==> src/hdl/sfd_pkg.sv <==
// ----------------------------------------------------------------------------
// sfd_pkg : shared types and constants for the serial frame deframer
// Field widths, configuration register indexes, message classes and the
// parser phase encoding.
// ----------------------------------------------------------------------------
package sfd_pkg;

    localparam int BYTE_W        = 8;
    localparam int ID_W          = 16;
    localparam int PAYLOAD_BYTES = 7;
    localparam int PAYLOAD_W     = PAYLOAD_BYTES * BYTE_W;
    localparam int CLASS_W       = 2;
    localparam int CFG_INDEX_W   = 3;
    localparam int CFG_DATA_W    = 16;

    // Configuration register indexes
    localparam logic [CFG_INDEX_W-1:0] CFG_HEADER_BYTE    = 3'd0;
    localparam logic [CFG_INDEX_W-1:0] CFG_TRAILER_FIRST  = 3'd1;
    localparam logic [CFG_INDEX_W-1:0] CFG_TRAILER_SECOND = 3'd2;
    localparam logic [CFG_INDEX_W-1:0] CFG_ANGLE_COMMAND  = 3'd3;
    localparam logic [CFG_INDEX_W-1:0] CFG_SPEED_COMMAND  = 3'd4;

    // Message classes
    localparam logic [CLASS_W-1:0] CLASS_ANGLE = 2'd0;
    localparam logic [CLASS_W-1:0] CLASS_SPEED = 2'd1;
    localparam logic [CLASS_W-1:0] CLASS_OTHER = 2'd2;

    // Parser phases
    typedef enum logic [2:0] {
        PH_HUNT    = 3'd0,
        PH_ID_LO   = 3'd1,
        PH_ID_HI   = 3'd2,
        PH_HEADER2 = 3'd3,
        PH_BODY    = 3'd4,
        PH_TRAIL   = 3'd5
    } phase_t;

endpackage

==> src/hdl/serial_frame_deframer.sv <==
// ----------------------------------------------------------------------------
// serial_frame_deframer : header / two-byte trailer byte frame parser
// Hunts for a header byte, takes a little-endian command id, checks a second
// header byte, gathers body bytes up to a two-byte trailer, and emits one
// transaction per frame of exactly ACCEPT_LENGTH stored bytes.
// ----------------------------------------------------------------------------
// Usage:
//  - Input channel (in_valid/in_ready, rx_byte): one received byte per
//    transaction. Output channel (out_valid/out_ready): command_id, payload
//    (seven bytes after the id, earliest in the low byte) and message_class.
//  - Configuration channel (cfg_valid/cfg_ready, cfg_index, cfg_data): cfg_ready
//    is always high; write registers only while no bytes are in flight.
//  - An accepted byte waits in the input register and is parsed once the
//    result register is free; a frame it completes is then registered there.
//  - Throughput: one byte per cycle when not stalled. Each byte passes
//    through an input register, one shallow parse step and the result register.
//  - Output stall: the input register keeps taking a byte while the result
//    register is empty or being drained; with a full result register and
//    out_ready low, one further byte is held and in_ready then drops.
//  - Reset (rst_n low, asynchronous): parser back to header hunt, fill count
//    and valid flags cleared, all configuration registers zero. The byte
//    store needs no clearing: an accepted frame has written every kept byte.
// ----------------------------------------------------------------------------
module serial_frame_deframer
    import sfd_pkg::*;
#(
    parameter int STORE_BYTES   = 20,
    parameter int ACCEPT_LENGTH = 10
)
(
    input  logic                   clk,
    input  logic                   rst_n,
    // configuration write channel
    input  logic                   cfg_valid,
    output logic                   cfg_ready,
    input  logic [CFG_INDEX_W-1:0] cfg_index,
    input  logic [CFG_DATA_W-1:0]  cfg_data,
    // byte input channel
    input  logic                   in_valid,
    output logic                   in_ready,
    input  logic [BYTE_W-1:0]      rx_byte,
    // frame output channel
    output logic                   out_valid,
    input  logic                   out_ready,
    output logic [ID_W-1:0]        command_id,
    output logic [PAYLOAD_W-1:0]   payload,
    output logic [CLASS_W-1:0]     message_class
);

    // Fill count must reach STORE_BYTES and compare against every store entry
    localparam int FILL_MAX = (STORE_BYTES > ACCEPT_LENGTH) ? STORE_BYTES : ACCEPT_LENGTH;
    localparam int FILL_W   = $clog2(FILL_MAX + 1);

    // ---------------- configuration registers ----------------
    logic [BYTE_W-1:0] header_byte_reg;
    logic [BYTE_W-1:0] trailer_first_reg;
    logic [BYTE_W-1:0] trailer_second_reg;
    logic [ID_W-1:0]   angle_command_reg;
    logic [ID_W-1:0]   speed_command_reg;

    assign cfg_ready = 1'b1;

    always_ff @(posedge clk or negedge rst_n)
    begin
        if (!rst_n)
        begin
            header_byte_reg    <= '0;
            trailer_first_reg  <= '0;
            trailer_second_reg <= '0;
            angle_command_reg  <= '0;
            speed_command_reg  <= '0;
        end
        else if (cfg_valid)
        begin
            case (cfg_index)
                CFG_HEADER_BYTE:    header_byte_reg    <= cfg_data[BYTE_W-1:0];
                CFG_TRAILER_FIRST:  trailer_first_reg  <= cfg_data[BYTE_W-1:0];
                CFG_TRAILER_SECOND: trailer_second_reg <= cfg_data[BYTE_W-1:0];
                CFG_ANGLE_COMMAND:  angle_command_reg  <= cfg_data[ID_W-1:0];
                CFG_SPEED_COMMAND:  speed_command_reg  <= cfg_data[ID_W-1:0];
                default:            ; // unmapped index: ignored
            endcase
        end
    end

    // ---------------- input register ----------------
    logic              in_valid_reg;
    logic [BYTE_W-1:0] byte_reg;
    logic              out_valid_reg;
    logic              advance;   // result register free this cycle
    logic              step;      // a held byte is parsed this cycle

    assign advance  = !out_valid_reg || out_ready;
    assign step     = in_valid_reg && advance;
    assign in_ready = !in_valid_reg || advance;

    always_ff @(posedge clk or negedge rst_n)
    begin
        if (!rst_n)
        begin
            in_valid_reg <= 1'b0;
        end
        else if (in_valid && in_ready)
        begin
            in_valid_reg <= 1'b1;
        end
        else if (advance)
        begin
            in_valid_reg <= 1'b0;
        end
    end

    always_ff @(posedge clk)
    begin
        if (in_valid && in_ready)
        begin
            byte_reg <= rx_byte;
        end
    end

    // ---------------- parser state ----------------
    phase_t            phase_reg;
    phase_t            phase_next;
    logic [FILL_W-1:0] fill_reg;
    logic [FILL_W-1:0] fill_next;
    logic [FILL_W-1:0] fill_plus1;
    logic [BYTE_W-1:0] store_reg [ACCEPT_LENGTH];

    logic is_header;
    logic is_trail1;
    logic is_trail2;
    logic body_room;   // room for one more body byte
    logic pair_room;   // room for a kept trailer_first plus the byte after it
    logic len_ok;

    assign is_header  = (byte_reg == header_byte_reg);
    assign is_trail1  = (byte_reg == trailer_first_reg);
    assign is_trail2  = (byte_reg == trailer_second_reg);
    assign fill_plus1 = fill_reg + FILL_W'(1);
    assign body_room  = (fill_reg < FILL_W'(STORE_BYTES - 1));
    assign pair_room  = (({1'b0, fill_reg} + (FILL_W+1)'(2)) <= (FILL_W+1)'(STORE_BYTES));
    assign len_ok     = (fill_reg == FILL_W'(ACCEPT_LENGTH));

    // next phase
    always_comb
    begin
        phase_next = phase_reg;
        case (phase_reg)
            PH_HUNT:    phase_next = is_header ? PH_ID_LO : PH_HUNT;
            PH_ID_LO:   phase_next = PH_ID_HI;
            PH_ID_HI:   phase_next = PH_HEADER2;
            PH_HEADER2: phase_next = is_header ? PH_BODY : PH_HUNT;
            PH_BODY:
            begin
                if (is_trail1)
                    phase_next = PH_TRAIL;
                else if (body_room)
                    phase_next = PH_BODY;
                else
                    phase_next = PH_HUNT;
            end
            PH_TRAIL:
            begin
                if (!is_trail2 && pair_room)
                    phase_next = PH_BODY;
                else
                    phase_next = PH_HUNT;
            end
            default:    phase_next = PH_HUNT;
        endcase
    end

    // fill count, store writes and frame completion
    logic              wr_a;       // write data_a at fill
    logic              wr_b;       // write byte at fill + 1
    logic [BYTE_W-1:0] data_a;
    logic              frame_done;

    always_comb
    begin
        fill_next  = fill_reg;
        wr_a       = 1'b0;
        wr_b       = 1'b0;
        data_a     = byte_reg;
        frame_done = 1'b0;
        case (phase_reg)
            PH_HUNT:
            begin
                fill_next = '0;
            end
            PH_ID_LO, PH_ID_HI:
            begin
                wr_a      = 1'b1;
                fill_next = fill_plus1;
            end
            PH_HEADER2:
            begin
                if (is_header)
                begin
                    wr_a      = 1'b1;
                    fill_next = fill_plus1;
                end
                else
                begin
                    fill_next = '0;
                end
            end
            PH_BODY:
            begin
                if (!is_trail1)
                begin
                    if (body_room)
                    begin
                        wr_a      = 1'b1;
                        fill_next = fill_plus1;
                    end
                    else
                    begin
                        fill_next = '0;
                    end
                end
            end
            PH_TRAIL:
            begin
                if (is_trail2)
                begin
                    frame_done = len_ok;
                    fill_next  = '0;
                end
                else if (pair_room)
                begin
                    // false trailer: keep trailer_first and this byte as data
                    wr_a      = 1'b1;
                    wr_b      = 1'b1;
                    data_a    = trailer_first_reg;
                    fill_next = fill_reg + FILL_W'(2);
                end
                else
                begin
                    fill_next = '0;
                end
            end
            default:
            begin
                fill_next = fill_reg;
            end
        endcase
    end

    always_ff @(posedge clk or negedge rst_n)
    begin
        if (!rst_n)
        begin
            phase_reg <= PH_HUNT;
            fill_reg  <= '0;
        end
        else if (step)
        begin
            phase_reg <= phase_next;
            fill_reg  <= fill_next;
        end
    end

    // byte store: only positions below ACCEPT_LENGTH are kept
    always_ff @(posedge clk)
    begin
        for (int e = 0; e < ACCEPT_LENGTH; e++)
        begin
            if (step && wr_a && (fill_reg == FILL_W'(e)))
                store_reg[e] <= data_a;
            else if (step && wr_b && (fill_plus1 == FILL_W'(e)))
                store_reg[e] <= byte_reg;
        end
    end

    // ---------------- result assembly ----------------
    logic [ID_W-1:0]      id_now;
    logic [BYTE_W-1:0]    pay_bytes [PAYLOAD_BYTES];
    logic [PAYLOAD_W-1:0] payload_now;
    logic [CLASS_W-1:0]   class_now;

    assign id_now = {store_reg[1], store_reg[0]};

    for (genvar i = 0; i < PAYLOAD_BYTES; i++)
    begin : g_pay
        if (i + 2 < ACCEPT_LENGTH)
        begin : g_kept
            assign pay_bytes[i] = store_reg[i+2];
        end
        else
        begin : g_zero
            assign pay_bytes[i] = '0;
        end
        assign payload_now[BYTE_W*i +: BYTE_W] = pay_bytes[i];
    end

    // angle id wins when both ids match
    always_comb
    begin
        if (id_now == angle_command_reg)
            class_now = CLASS_ANGLE;
        else if (id_now == speed_command_reg)
            class_now = CLASS_SPEED;
        else
            class_now = CLASS_OTHER;
    end

    // ---------------- result register ----------------
    logic [ID_W-1:0]      command_id_reg;
    logic [PAYLOAD_W-1:0] payload_reg;
    logic [CLASS_W-1:0]   class_reg;

    always_ff @(posedge clk or negedge rst_n)
    begin
        if (!rst_n)
        begin
            out_valid_reg <= 1'b0;
        end
        else if (advance)
        begin
            out_valid_reg <= step && frame_done;
        end
    end

    always_ff @(posedge clk)
    begin
        if (step && frame_done)
        begin
            command_id_reg <= id_now;
            payload_reg    <= payload_now;
            class_reg      <= class_now;
        end
    end

    assign out_valid     = out_valid_reg;
    assign command_id    = command_id_reg;
    assign payload       = payload_reg;
    assign message_class = class_reg;

endmodule

==> config.mk <==
export PLATFORM = sky130hd
export DESIGN_NAME = serial_frame_deframer
export DESIGN_NICKNAME = d
export VERILOG_FILES = /design/src/hdl/sfd_pkg.sv /design/src/hdl/serial_frame_deframer.sv
export SDC_FILE = /design/constraint.sdc
export NUM_CORES = 1
export LEC_CHECK = 0
export BUFFER_PORTS_ARGS = -buffer_cell sky130_fd_sc_hd__clkbuf_2
export CORE_ASPECT_RATIO = 2
export CORE_MARGIN = 5
export CORE_UTILIZATION = 41
export CTS_BUF_LIST = sky130_fd_sc_hd__clkbuf_8 sky130_fd_sc_hd__clkbuf_16
export CTS_CLUSTER_SIZE = 12
export DETAILED_ROUTE_END_ITERATION = 10
export SLEW_MARGIN = 20
export SYNTH_ARGS = -nofsm -noshare
export SYNTH_HDL_FRONTEND = slang
export SYNTH_SLANG_ARGS = --single-unit
export TNS_END_PERCENT = 100
==> constraint.sdc <==
create_clock -name clk -period 6.7 [get_ports clk]
set_clock_uncertainty 0.2 [all_clocks]
set_input_delay 1.005 -clock clk [delete_from_list [all_inputs] [get_ports clk]]
set_output_delay 1.005 -clock clk [all_outputs]
set_load 0.05 [all_outputs]
== After elaboration in Yosys (flattened, before gate mapping) ==
Memory sizes are Yosys's and may differ from the RTL's. A register that Yosys moved wholly into a read port is not among the register bits.
Cells that the tools add are included.

* Bitwise operators: 10
* Equality and inequality tests: 34
* Div/mod/pow operators: 0
* Shift operators: 0
* Multipliers: 0
* Reductions and logical operators: 52
* Order comparisons: 2
* Multiplexer cells: 111
* Add/subtract/negate cells: 3

{| class="wikitable"
|+ Operators by type and width
! cell !! count
|-
| 8-bit 2-to-1 mux || 21
|-
| 1-bit 2-to-1 mux || 69
|-
| 8-bit OR reduction || 8
|-
| 5-bit by 3-bit equality test with 1-bit output, second input constant || 8
|-
| 16-bit equality test || 2
|-
| 4-bit 2-to-1 mux || 8
|-
| 1-bit logical AND || 26
|-
| 5-bit by 4-bit equality test with 1-bit output, second input constant || 5
|-
| 5-bit 2-to-1 mux || 5
|-
| 5-bit one-hot mux with 5 select lines || 1
|-
| 8-bit equality test || 3
|-
| 5-bit by 2-bit equality test with 1-bit output, second input constant || 4
|-
| 3-bit one-hot mux with 6 select lines || 1
|-
| 3-bit by 2-bit equality test with 1-bit output, second input constant || 4
|-
| 3-bit 2-to-1 mux || 4
|-
| 5-bit by 1-bit equality test with 1-bit output, second input constant || 2
|-
| 5-bit zero test || 2
|-
| 1-bit bitwise OR || 10
|-
| 2-bit AND reduction || 5
|-
| 3-bit equality test, second input constant || 3
|-
| 5-bit by 2-bit adder with 6-bit output, second input constant || 1
|-
| 3-bit by 1-bit equality test with 1-bit output, second input constant || 2
|-
| 6-bit by 5-bit <= comparator with 1-bit output, second input constant || 1
|-
| 3-bit zero test || 2
|-
| 12 further kinds || 15
|}

* Logic and storage cells: 225
* Memories: 1
* Output and inout port bits: 77
* Bits of input ports: 32
* Bits in latches: 0
* Memory bits (writable): 80
* Flip-flop bits (word level): 92
* ROM bits: 0

{| class="wikitable"
|+ Memory list
! name !! words !! bits a word !! read ports !! clocked after memory_dff !! wr ports !! line !! source
|-
| store_reg || 10 || 8 || 9 || 7 || 2 || serial_frame_deframer.sv:127 || <nowiki>logic [BYTE_W-1:0] store_reg [ACCEPT_LENGTH];</nowiki>
|}

== Depth between registers and ports, before layout ==
Gate-level depths: netlist of the first run.

* Word-level depth: 16
* Mapped depth: 10
* Gate-level depth less buffers: 7

== Worst setup path before layout of the first run ==
Ideal clock, no wire load.

* Kind: input -> register
* From: in out_ready
* To: reg command_id_reg[0], in the netlist command_id[0] (enable)
* Stages: 6
* Arrival: 6,696 ps
* Setup slack: -793 ps
* Required time: 5,902 ps
* Library setup time: 598 ps
* Buffers on the path: 1
* Cell sequence: nand2b_1 nand2_2 buf_2 nor3_1 nand2_1 nor3_1

* Cells in the longest elaborated chain, start to end: 3

{| class="wikitable"
|+ RTL lines
! element !! line !! source
|-
| start, declared || serial_frame_deframer.sv:44 || <nowiki>input logic out_ready,</nowiki>
|-
| 1-bit logical OR || serial_frame_deframer.sv:93 || <nowiki>assign advance = !out_valid_reg || out_ready;</nowiki>
|-
| 1-bit logical AND || serial_frame_deframer.sv:94 || <nowiki>assign step = in_valid_reg && advance;</nowiki>
|-
| 1-bit logical AND || serial_frame_deframer.sv:327 || <nowiki>if (step && frame_done)</nowiki>
|-
| end signal, assigned || serial_frame_deframer.sv:329 || <nowiki>command_id_reg <= id_now;</nowiki>
|-
| end, declared || serial_frame_deframer.sv:309 || <nowiki>logic [ID_W-1:0] command_id_reg;</nowiki>
|}

Every way passes these cells.
A chain may end at the register's enable or synchronous reset.

==> metrics.md, run 1 <==
| Metric | Value |
|---|---|
| Worst IR drop on VDD | `0.1770 mV` |
| Post-Place Worst Slack | `3.077 ns` |
| Period Utilization, post-route | `54.46%` |
| Initial antenna violation count | `0` |
| Crit path max fanout | `15` |
| Status | `completed` |
| Post-synth EDFFs | `154` |
| Port bufs | `107` |
| Worst endpoint required time | `6.64 ns` |
| Unrepaired setup endpoints after global routing | `no` |
| Total routed wirelength | `22.38 mm` |
| DP Area | `10380 um2` |
| Placer Congestion | `0.8610` |
| Critical Path Sink | `store_reg[3][7]` |
| Layout cell share with drive strength beyond 1 | `40.23%` |
| CP cell instances | `inv_1 > ha_1 > o21ai_0 > a21oi_1 > and2_1 > nor2_1 > a21oi_1` |
| First-pass GRT wire length | `33.62 mm` |
| Fill cells | `2070` |
| Max FFs per register | `72` |
| Routed Antenna Nets | `0` |
| WP data arrival | `3.59 ns` |
| Root buf cell | `clkbuf_16` |
| Worst setup EP type | `flip-flop` |
| Hold buffers post-CTS | `0` |
| Reg power frac | `53.3%` |
| Total CTS buffers | `22` |
| FF+latch count, synth | `220` |
| Clk buf depth | `3` |
| Wire per inst | `22.51 um` |
| GR Overflow Total | `0` |
| Fmax | `274.1 MHz` |
| PwrDens | `296.8 nW/um2` |
| Max stage delay on crit path | `0.71 ns` |
| Sw power | `0.0008923 W` |
| Pint | `0.002376 W` |
| Slew HR | `31.61%` |
| Crit path launch | `fill_reg[2]` |
| Crit path launch type | `flip-flop` |
| Number of vias per cell | `5.344` |
| Min-delay worst type | `flip-flop to flip-flop` |
| CTS resizes | `0` |
| Synth Flop Type | `edfxtp_1` |
| GRT Overall Usage | `16.64%` |
| CTS H-tree depth | `1` |
| Synth Instances | `598` |
| Die H | `227.3 um` |
| Drt drc | `0` |
| Synth Net Count | `637` |
| Post-synthesis sequential area ratio | `64.85%` |
| YS warnings | `0` |
| Reg clk slew, reported paths | `0.06 ns` |
| Largest net degree at the start of global routing | `75` |
| Design Area, Final | `11010 um2` |
| Floorplan row count | `79` |
| Crit Path Class | `flip-flop to flip-flop` |
| LEAKAGE | `4.250 nW` |
| Average cell area after synthesis | `16.18 um2` |
| Worst skew pair latency | `0.52 ns` |
| Area growth, synth to finish | `13.77%` |
| CTS tree | `yes` |
| CTS sink count | `220` |
| Number of global-route vias before repair | `5713` |
| Post-layout nets | `735` |
| Hold Vio Cnt, Final | `0` |
| Terminus of the critical flop-to-flop path | `store_reg[3][7]` |
| Sequential cell area | `6276 um2` |
| R2r worst-path depth | `7` |
| R2R Path Start | `fill_reg[2]` |
| Most used cell, CP | `a21oi_1` |
| R2r setup slk | `3.05 ns` |
| Pre-Repair DR Iteration Count | `4` |
| DIE AREA | `26960 um2` |
| Fin crit period | `3.649 ns` |
| Setup ws final | `3.051 ns` |
| Synthesized area | `9678 um2` |
| Number of I/O pins | `109` |
| DRT iter0 DRCs | `286` |
| Unique masters post-synth | `57` |
| Switching share of total power | `27.30%` |
| Core box area | `23330 um2` |
| ANT cells | `0` |
| Max-Cap Viols | `0` |
| Area of the multi-input gates | `3151 um2` |
| Comb pwr share | `13.4%` |
| Async SR Flop Fraction | `30.00%` |
| Starting density of the core | `41.49%` |
| Clk pwr share | `33.3%` |
| CP max-delay cell | `a21oi_1` |
| Hpwl dp | `16.26 mm` |
| Slew at the pin with the worst max-slew slack | `1.023 ns` |
| Vias | `5312` |
| Final TNS setup | `0 ns` |
| Final setup fails | `0` |
| Setup Buffers After CTS | `0` |
| DIE WIDTH | `118.6 um` |
| Slew Limit Fails | `0` |
-- cell type report --
cell class / instances / area share (%)
Clock inverter: 17 / 0.7273
Multi-Input combinational cell: 333 / 28.61
Clock buffer: 22 / 5.000
Timing Repair Buffer: 112 / 5.205
Tap cell: 283 / 3.216
Inverter: 7 / 0.2386
Sequential cell: 220 / 57.00
-- worst max-delay path, delay by kind of cell, from the launching register on --
family | cells | cell delay, ns
adders and majority gates | 1 | 0.33
buffers and inverters | 1 | 0.19
DFF | 1 | 0.65
and+or+nand+nor | 2 | 0.90
AOI/OAI and AO/OA | 3 | 0.97
-- per-stage QoR --
stage                     util [%]  hold WS (ns)  cells  power, W
after global placement       44.50        0.2068    955  0.002195
after detailed placement     44.50        0.2045    955  0.002208
after global routing         47.20        0.2217    994  0.003403
after floorplan                  -        0.2003    598  0.002042
final                        47.20        0.2173    994  0.003268
after CTS                    47.20        0.2186    994  0.003307
-- synthesized netlist by cell type (4+ instances only) --
library cell / number / area, um2
a21oi_1: 10 / 50.05
and2_1: 4 / 25.02
and3_1: 4 / 25.02
buf_2: 12 / 60.06
buf_4: 4 / 30.03
buf_6: 9 / 101.4
clkbuf_1: 12 / 45.04
dfrtp_1: 66 / 1652
edfxtp_1: 154 / 4624
ha_1: 7 / 87.58
inv_1: 7 / 26.28
mux2_2: 97 / 1092
mux2_4: 32 / 480.5
nand2_1: 19 / 71.32
nand2_2: 4 / 25.02
nand3_1: 12 / 60.06
nand4_1: 7 / 43.79
nor2_1: 9 / 33.78
nor4_1: 9 / 56.30
o21ai_0: 6 / 30.03
xnor2_1: 28 / 245.2
xor2_1: 34 / 297.8
-- cells in the final DEF (no fill, tap or decap), drive strengths merged, types with 3 or more instances in the layout --
master	count
nor2	9
nand2	23
a31o	4
ha	7
xnor2	29
nand3	12
xor2	34
and2	4
nand2b	3
a211o	3
mux2	129
edfxtp	154
a21oi	12
nor3	4
o21ai	7
inv	22
buf	5
clkbuf	129
nand4	7
dfrtp	66
and3	4
nor4	12
-- power by group through the flow --
stage / registers, W / clock network (W) / logic, W
after floorplan: 0.00166 / 0 / 0.000385
after global placement: 0.00176 / 0 / 0.000432
after detailed placement: 0.00177 / 0 / 0.000440
after CTS: 0.00174 / 0.00113 / 0.000442
after global routing: 0.00175 / 0.00117 / 0.000476
final: 0.00174 / 0.00109 / 0.000438
-- metal layers --
layer | up-vias | share of wire (%) | track usage (%)
li1 | 2415 | - | -
met1 | 2683 | 32 | 15.75
met2 | 163 | 59 | 34.10
met3 | 51 | 5.0 | 2.437
met4 | 0 | 3.8 | 8.012
met5 | - | 0 | 0
-- kinds of logic after synthesis --
group | after synthesis | share of synthesized area (%)
other cells | 1 | 0.03875
mux | 129 | 16.25
simple gates | 89 | 5.624
xor+xnor | 63 | 5.779
compound gates | 44 | 3.788
fa+ha+maj | 7 | 0.9049
flops | 220 | 64.85
buf+inv | 45 | 2.767
-- worst min-delay path by stage --
| stage | startpoint | endpoint | slack (ns) | cells past startpoint |
|---|---|---|---|---|
| after floorplan | store_reg[1][0] | payload[0] | 0.20 | 0 |
| after global placement | store_reg[4][7] | payload[55] | 0.21 | 0 |
| after detailed placement | store_reg[2][15] | payload[31] | 0.20 | 0 |
| after CTS | store_reg[2][15] | payload[31] | 0.22 | 0 |
| after global routing | store_reg[2][15] | payload[31] | 0.22 | 0 |
| final | store_reg[1][14] | payload[14] | 0.22 | 0 |
No activity file was read; power rests on OpenSTA's default activity.
==> run 2: changes to the inputs <==
clock period = 3.3 ns   (was 6.7 ns; I/O delays follow)
==> metrics.md, run 2 (same netlist as run 1, synthesis figures left out) <==
| Metric | Value |
|---|---|
| Core box area | `23330 um2` |
| Port bufs | `107` |
| Final core utilization | `48.84%` |
| Min-delay worst type | `input pin to flip-flop` |
| CTS resizes | `0` |
| Period Utilization, post-route | `91.40%` |
| Slew at the pin with the worst max-slew slack | `0.8652 ns` |
| Crit Path Class | `flip-flop to flip-flop` |
| PwrDens | `586.5 nW/um2` |
| Starting density of the core | `41.49%` |
| Worst skew pair latency | `0.52 ns` |
| Terminus of the critical flop-to-flop path | `store_reg[0][11]` |
| Inst Count DP | `989` |
| Critical Path Sink | `store_reg[0][11]` |
| Most frequent cells in the layout | `154 x edfxtp_1, 107 x clkbuf_2, 97 x mux2_2` |
| Drt drc | `0` |
| First-pass GRT wire length | `34.83 mm` |
| Initial antenna violation count | `0` |
| CTS sink count | `220` |
| R2r worst-path depth | `8` |
| Vias | `5445` |
| Worst endpoint required time | `3.37 ns` |
| Fin crit period | `3.016 ns` |
| WP data arrival | `3.09 ns` |
| Post-layout nets | `780` |
| LEAKAGE | `4.470 nW` |
| Number of vias per cell | `5.241` |
| Floorplan row count | `79` |
| Slew HR | `42.32%` |
| Fmax | `331.6 MHz` |
| Hold Crit Start | `cfg_data[15]` |
| Wire per inst | `22.00 um` |
| R2r setup slk | `0.28 ns` |
| Largest net degree at the start of global routing | `75` |
| Root buf cell | `clkbuf_16` |
| DRT iter0 DRCs | `301` |
| CTS H-tree depth | `1` |
| Layout cell share with drive strength beyond 1 | `42.46%` |
| DIE AREA | `26960 um2` |
| Worst IR drop on VDD | `0.3111 mV` |
| Area growth, synth to finish | `17.72%` |
| Die H | `227.3 um` |
| GRT Overall Usage | `17.09%` |
| Total routed wirelength | `22.86 mm` |
| Total CTS buffers | `22` |
| Hpwl dp | `16.62 mm` |
| Number of I/O pins | `109` |
| PnR Total Power | `0.006683 W` |
| Most common cell after layout, fill and taps aside | `edfxtp_1` |
| Routed Antenna Nets | `0` |
| Placer Congestion | `0.9215` |
| Pre-Repair DR Iteration Count | `4` |
| Crit path max fanout | `8` |
| DIE WIDTH | `118.6 um` |
| R2R Path Start | `fill_reg[0]` |
| Slew Limit Fails | `0` |
| Clk buf depth | `3` |
| Unrepaired setup endpoints after global routing | `no` |
| Number of global-route vias before repair | `5957` |
| Crit path launch type | `flip-flop` |
| CTS tree | `yes` |
| Crit path launch | `fill_reg[0]` |
| Reg clk slew, reported paths | `0.06 ns` |
| Hold Vio Cnt, Final | `0` |
| Setup Buffers After CTS | `0` |
| Status | `completed` |
| Max FFs per register | `72` |
| Final TNS setup | `0 ns` |
| Final setup fails | `0` |
| Non-filler cells, final | `1039` |
| Max-Cap Viols | `0` |
| GR Overflow Total | `0` |
| Worst setup EP type | `flip-flop` |
| ANT cells | `0` |
[run 2: changes by cell type in the layout (fill, tap and decap cells not counted)]
cell	before	now
nor3_2	2	3
nor3_1	1	0
inv_1	21	22
clkinv_2	1	0
buf_12	0	1
dfrtp_2	0	1
dlygate4sd3_1	0	11
buf_4	5	38
dfrtp_1	66	65
[run 2: critical path, cell delays in order (launching register included)]
cell and delay [ns]:
dfrtp_1 0.53, ha_1 0.43, nand3_1 0.14, xnor2_1 0.20, nor3b_1 0.09, and2_1 0.26
buf_4 0.18, a31oi_4 0.34, mux2_2 0.38
[run 2: worst min-delay path by stage]
stage	endpoint	depth (start not counted)	slack (ns)
floorplan	angle_command_reg[0]	0	-0.0006
global placement	payload[51]	0	0.20
detailed placement	payload[36]	0	0.20
CTS	speed_command_reg[15]	2	0.006
global route	angle_command_reg[13]	2	0.01
finish	speed_command_reg[15]	2	0.02
[run 2: final cells by class]
cell class,count,area [um2]
fillers,2003,11930
flip-flops and latches,220,6277
multi-input cells,333,3156
repair buffers,157,950.9
clock buffers,22,550.5
well taps,283,354.1
clock inverters,17,78.83
inverters,7,26.28
[run 2: timing repair]
item                                    CTS  global route
endpoints found under the setup margin    0             0
hold buffers                             11             0
hold endpoints to repair                 23             0
[run 2: report_power, final]
group / internal [W] / leakage, nW / switching, W
sequential: 0.00318 / 2.19 / 0.000269
clock: 0.00121 / 0.362 / 0.00100
combinational: 0.000479 / 1.91 / 0.000542
[run 2: stage by stage]
step | hold slack, ns | area [um2] | setup slack, ns
final | 0.02383 | 11390 | 0.2839
after global routing | 0.01089 | 11390 | 0.1372
after CTS | 0.006492 | 11390 | 0.2844
after detailed placement | 0.2045 | 10650 | 0.3125
after global placement | 0.2031 | 10650 | 0.3192
after floorplan | -0.0005910 | 9703 | -0.1990
[run 2: metal layers]
metal  GRT usage, %  vias up  part of all wire [%]
met1          16.84     2743                    34
met4          9.210        0                   4.8
met2          33.82      145                    58
met3          2.437       60                   3.9
li1               -     2497                     -
met5              0        -                     0
